===== src/rtl/core/scs_pkg.sv =====
package scs_pkg;

    // pipeline depths, in register stages
    localparam int SIN_ITERS = 6;
    localparam int SIN_LAT   = 5 + 3 * SIN_ITERS;
    localparam int FRAME_LAT = 6;
    localparam int TONE_LAT  = 3;
    localparam int PIPE_LAT  = SIN_LAT + FRAME_LAT;

    // binary angles and Q30 constants
    localparam logic [31:0] QUARTER_TURN = 32'h4000_0000;
    localparam logic [31:0] PI_Q30       = 32'd3373259426;
    localparam logic [30:0] Q30_ONE      = 31'h4000_0000;

    // series divisors k*(k+1) for k = 12, 10, ..., 2 and their reciprocals in 2^-32
    localparam logic [7:0] ITER_DIV [0:SIN_ITERS-1] =
        '{8'd156, 8'd110, 8'd72, 8'd42, 8'd20, 8'd6};
    localparam logic [29:0] ITER_RECIP [0:SIN_ITERS-1] = '{
        30'((64'd1 << 32) / 64'd156), 30'((64'd1 << 32) / 64'd110),
        30'((64'd1 << 32) / 64'd72),  30'((64'd1 << 32) / 64'd42),
        30'((64'd1 << 32) / 64'd20),  30'((64'd1 << 32) / 64'd6)};

    // horizon margin: floor(0.03 * 2^30)
    localparam logic signed [33:0] ALT_FLOOR = 34'sd32212254;
    localparam logic [15:0] SKY_SCALE = 16'd40000;
    localparam logic [18:0] POS_MAX   = 19'd40000;

    // brightness divider 25500 reduced by 6
    localparam logic [12:0] BR_DIV   = 13'd4250;
    localparam logic [19:0] BR_RECIP = 20'((64'd1 << 32) / 64'd4250);
    localparam logic [14:0] BR_LOW   = 15'd1966;
    localparam logic [14:0] BR_HIGH  = 15'd24576;

    // tint dividers 100*204 and 100*306
    localparam logic [14:0] TINT_DIV_LO   = 15'd20400;
    localparam logic [14:0] TINT_DIV_HI   = 15'd30600;
    localparam logic [17:0] TINT_RECIP_LO = 18'((64'd1 << 32) / 64'd20400);
    localparam logic [17:0] TINT_RECIP_HI = 18'((64'd1 << 32) / 64'd30600);

    // tint break points in hundredths: blue-white, white, yellow, orange, red
    localparam logic [6:0] TINT_PT [0:4][0:2] = '{
        '{7'd61,  7'd70,  7'd100},
        '{7'd100, 7'd100, 7'd100},
        '{7'd100, 7'd96,  7'd84},
        '{7'd100, 7'd80,  7'd55},
        '{7'd100, 7'd62,  7'd42}};

    // configuration register indexes
    localparam logic [1:0] REG_SIDEREAL  = 2'd0;
    localparam logic [1:0] REG_LATITUDE  = 2'd1;
    localparam logic [1:0] REG_LONGITUDE = 2'd2;

    typedef logic signed [33:0] qv_t;

    typedef struct packed {
        logic signed [31:0] sd;
        logic signed [31:0] cd;
        logic signed [31:0] sh;
        logic signed [31:0] ch;
        logic signed [31:0] sl;
        logic signed [31:0] cl;
        logic signed [31:0] so;
        logic signed [31:0] co;
    } trig_t;

    // Q30 product, magnitude rounded half away from zero
    function automatic qv_t mulq(qv_t a, qv_t b);
        logic [32:0] ma;
        logic [32:0] mb;
        logic [65:0] p;
        qv_t         m;
        ma = a[33] ? 33'(-a) : 33'(a);
        mb = b[33] ? 33'(-b) : 33'(b);
        p  = {33'b0, ma} * {33'b0, mb} + (66'd1 << 29);
        m  = qv_t'(p[63:30]);
        return (a[33] != b[33]) ? -m : m;
    endfunction

endpackage


===== src/rtl/core/scs_tone.sv =====
module scs_tone
    import scs_pkg::*;
(
    input  logic        clk,
    input  logic        en,
    input  logic [7:0]  magnitude_code,
    input  logic [7:0]  colour_index_code,
    output logic [14:0] brightness,
    output logic [15:0] tint [0:2]
);

    logic signed [11:0] w;
    logic signed [11:0] wc;
    logic [2:0]  seg;
    logic [8:0]  num;
    logic [8:0]  den;
    logic [6:0]  pa, pb;
    logic [14:0] n;
    logic [29:0] nt [0:2];
    logic signed [11:0] nb;

    logic [29:0] nt1_reg [0:2];
    logic        hi1_reg;
    logic [27:0] nb1_reg;
    logic        low1_reg;
    logic [47:0] pt2_reg [0:2];
    logic [29:0] nt2_reg [0:2];
    logic        hi2_reg;
    logic [47:0] pb2_reg;
    logic [27:0] nb2_reg;
    logic        low2_reg;
    logic [15:0] tint3_reg [0:2];
    logic [14:0] br3_reg;

    logic [15:0] tq0;
    logic [30:0] trem;
    logic [14:0] tdiv;
    logic [16:0] tq [0:2];
    logic [15:0] bq0;
    logic [28:0] brem;
    logic [16:0] bq;

    // segment select and numerators
    always_comb
    begin
        w   = $signed({4'b0, colour_index_code}) * 12'sd6 - 12'sd255;
        wc  = (w < -12'sd204) ? -12'sd204 : ((w > 12'sd918) ? 12'sd918 : w);
        seg = 3'd0;
        num = 9'd0;
        den = 9'd204;
        if (wc < 12'sd0)
        begin
            seg = 3'd0;
            num = 9'(wc + 12'sd204);
            den = 9'd204;
        end
        else if (wc < 12'sd306)
        begin
            seg = 3'd1;
            num = 9'(wc);
            den = 9'd306;
        end
        else if (wc < 12'sd612)
        begin
            seg = 3'd2;
            num = 9'(wc - 12'sd306);
            den = 9'd306;
        end
        else
        begin
            seg = 3'd3;
            num = 9'(wc - 12'sd612);
            den = 9'd306;
        end
        for (int c = 0; c < 3; c++)
        begin
            pa    = TINT_PT[seg][c];
            pb    = TINT_PT[seg + 3'd1][c];
            n     = {8'b0, pa} * {6'b0, den - num} + {8'b0, pb} * {6'b0, num};
            nt[c] = {n, 15'b0} + {21'b0, den} * 30'd50;
        end
        nb = 12'sd1105 - $signed({4'b0, magnitude_code}) * 12'sd7;
    end

    // quotient correction
    always_comb
    begin
        tdiv = hi2_reg ? TINT_DIV_HI : TINT_DIV_LO;
        for (int c = 0; c < 3; c++)
        begin
            tq0   = pt2_reg[c][47:32];
            trem  = {1'b0, nt2_reg[c]} - {15'b0, tq0} * {16'b0, tdiv};
            tq[c] = {1'b0, tq0} + 17'(trem >= {16'b0, tdiv});
        end
        bq0  = pb2_reg[47:32];
        brem = {1'b0, nb2_reg} - {13'b0, bq0} * {16'b0, BR_DIV};
        bq   = {1'b0, bq0} + 17'(brem >= {16'b0, BR_DIV});
    end

    always_ff @(posedge clk)
    begin
        if (en)
        begin
            nt1_reg  <= nt;
            hi1_reg  <= (den == 9'd306);
            nb1_reg  <= {nb[10:0], 17'b0} + 28'd2125;
            low1_reg <= (nb <= 12'sd0);
            for (int c = 0; c < 3; c++)
            begin
                pt2_reg[c] <= {18'b0, nt1_reg[c]}
                    * {30'b0, (hi1_reg ? TINT_RECIP_HI : TINT_RECIP_LO)};
                nt2_reg[c]   <= nt1_reg[c];
                tint3_reg[c] <= tq[c][15:0];
            end
            hi2_reg  <= hi1_reg;
            pb2_reg  <= {20'b0, nb1_reg} * {28'b0, BR_RECIP};
            nb2_reg  <= nb1_reg;
            low2_reg <= low1_reg;
            if (low2_reg || bq < {2'b0, BR_LOW})
            begin
                br3_reg <= BR_LOW;
            end
            else if (bq > {2'b0, BR_HIGH})
            begin
                br3_reg <= BR_HIGH;
            end
            else
            begin
                br3_reg <= bq[14:0];
            end
        end
    end

    assign brightness = br3_reg;
    assign tint       = tint3_reg;

endmodule


===== config.mk =====
export PLATFORM = sky130hd
export DESIGN_NAME = scs_tone
export DESIGN_NICKNAME = d
export VERILOG_FILES = /design/src/rtl/core/scs_pkg.sv /design/src/rtl/core/scs_tone.sv
export SDC_FILE = /design/constraint.sdc
export NUM_CORES = 2
export LEC_CHECK = 0
export ABC_AREA = 1
export BUFFER_PORTS_ARGS = -buffer_cell sky130_fd_sc_hd__clkbuf_2
export CAP_MARGIN = 10
export CORE_MARGIN = 1.5
export CORE_UTILIZATION = 45
export CTS_CLUSTER_DIAMETER = 40
export CTS_CLUSTER_SIZE = 14
export DETAILED_ROUTE_END_ITERATION = 7
export SETUP_SLACK_MARGIN = 0.5
export SYNTH_ARGS = -nofsm -noshare
export SYNTH_HDL_FRONTEND = slang
export SYNTH_SLANG_ARGS = --single-unit

===== constraint.sdc =====
create_clock -name clk -period 26.9 [get_ports clk]
set_input_delay 1.345 -clock clk [delete_from_list [all_inputs] [get_ports clk]]
set_output_delay 1.345 -clock clk [all_outputs]
set_load 0.02 [all_outputs]

==> out/results.tsv <==
metric	value	unit
status	complete, but fails checks	
failed_checks	DRC	
holdBufCountCts	0	
die_area	158000	µm²
hp-class	flop to flop	
viasPerCell	4.89	
vias	46800	
synth_common_cells	inv_1, fa_1, ha_1	
cts_tree	done	
rr_endpoint	tint[14]$_DFFE_PP_	
syn2layout_area_growth	7.09	%
clock_sinks	243	
place_area	73100	µm²
num_rows	144	
path_class	input port to flop	
ant_nets	0	
ys_async_sr_fraction	0	%
r2r_start	nt2_reg[0][72]$_DFFE_PP_	
synthCells	7321	
min_delay_path_depth	0	
die_y	397	µm
yosysWarnings	0	
path_max_fanout	24	
nNetsFinal	10100	
clk_pin_slew	0.05	ns
initial_core_util	45.3	%
post_cts_resized	0	
synth_area_leaders	fa_1, ha_1, inv_1	
drc_errors	5	
totalWireLength	162000	µm
wl_per_cell	17.0	µm
ys_seq_area_share	10.4	%
ff2ff_path_depth	37	
report.final.slew_viol_count	0	
synth_cell_types	63	
cpMaxStageDelayCell	fa_1	
synth_edf_count	243	
htreeDepth	2	
maxCapViolCount	0	
dp_hpwl	143000	µm
setup_violations	0	
synth.most_common_cell	inv_1	
syn_area	69900	µm²
grt_pass1_vias	51300	
portBuffers	80	
ios	81	
slew_headroom	37.6	%
design.core.area	154000	µm²
grt_usage	21.5	%
drive_above_1_share	3.95	%
grt_antenna_before_repair	0	
die_w	397	µm
fin_area	74900	µm²
cts_setup_buffers	0	
period_minus_slack	11.85	ns
drt-initial-drc-count	2191	
fin_crit_sh	44.1	%
cp_common_cell	nand2_1	
overflow	0	
rsz0062_at_grt	no	
place_congestion	0.930	
tns	0	ns
root_buffer	clkbuf_16	
synth_top_area_share	38.6	%
cts_buffers	53	
max_freq	84.4	MHz
synth_top_area_cell	fa_1	
grt_max_degree	106	
hold_viol	0	
ys.flop_type	edfxtp_1	
syn_area_per_cell	9.55	µm²
grt_pass1_wl	269000	µm
min_to	low2_reg$_DFFE_PP_	
clk_path_buf_depth	3	
worst_clock_skew	0.0710	ns
tightestPinTransition	0.936	ns
dr.pass1.iters	8	
arrival	12.30	ns
slowest_delay	0.62	ns
required	27.35	ns
hold_start	low1_reg$_DFFE_PP_	
critPathLaunchType	input port	
clock_latency	0.69	ns
end_kind	flop	
r2r_slack	17.64	ns
diodes	0	
ys_ff_latch	243	
[cells in the final DEF (no fill, tap or decap), drive strengths merged, types with 126 or more instances in the layout]
master,instances
ha,1230
clkbuf,136
fa,1349
edfxtp,243
nor2,329
nand2,725
nand3,126
a21oi,314
o21ai,148
inv,2282
xor2,192
[metrics by stage]
step                      utilization, %  instances  hold WS, ns  worst slack [ns]
after floorplan                        -       7381        0.400             16.18
final                               48.6       9567        0.428             15.05
after global routing                48.6       9567        0.427             14.17
after global placement              47.4       9467        0.406             14.57
after detailed placement            47.4       9467        0.415             14.40
after CTS                           48.6       9567        0.428             15.16
[worst max-delay path, delay by kind of cell]
kind	cells	cell delay [ns]
xor+xnor	2	0.28
simple gates	24	3.16
fa+ha+maj	12	5.19
buf+inv	12	1.28
compound gates	6	1.00
[cell type report]
class                           count  area, µm²
Multi-Input combinational cell   4818      54100
Fill cell                       14600      79300
Timing Repair Buffer               94        528
Clock inverter                     43        507
Clock buffer                       57       1340
Tap cell                         2044       2560
Inverter                         2268       8520
Sequential cell                   243       7300
[cells by family after synthesis]
| family | Yosys count | synth area share [%] |
|---|---|---|
| AO/OA/AOI/OAI | 594 | 4.79 |
| XOR/XNOR | 293 | 3.70 |
| adder cells (fa/ha/maj) | 2579 | 60.6 |
| buffers and inverters | 2320 | 12.5 |
| flip-flops | 243 | 10.4 |
| other | 2 | 0.0107 |
| AND/OR/NAND/NOR | 1290 | 7.99 |
[per-layer routing]
layer / GRT usage, % / vias up / wire length, µm
li1: - / 22400 / -
met2: 36.9 / 845 / 78600
met3: 2.04 / 199 / 6110
met5: 0 / - / 0
met1: 29.1 / 23300 / 73400
met4: 5.36 / 0 / 4220
[worst max path at each step]
stage,to,from
after CTS,nt1_reg[89]$_DFFE_PP_,colour_index_code[0]
after global routing,nt1_reg[89]$_DFFE_PP_,colour_index_code[0]
after global placement,nt1_reg[89]$_DFFE_PP_,colour_index_code[0]
final,nt1_reg[89]$_DFFE_PP_,colour_index_code[0]
after floorplan,nt1_reg[89]$_DFFE_PP_,colour_index_code[0]
after detailed placement,nt1_reg[89]$_DFFE_PP_,colour_index_code[0]
Power is not shown: default switching activity piles up to over one toggle a cycle in this logic, so the estimate is an artifact.
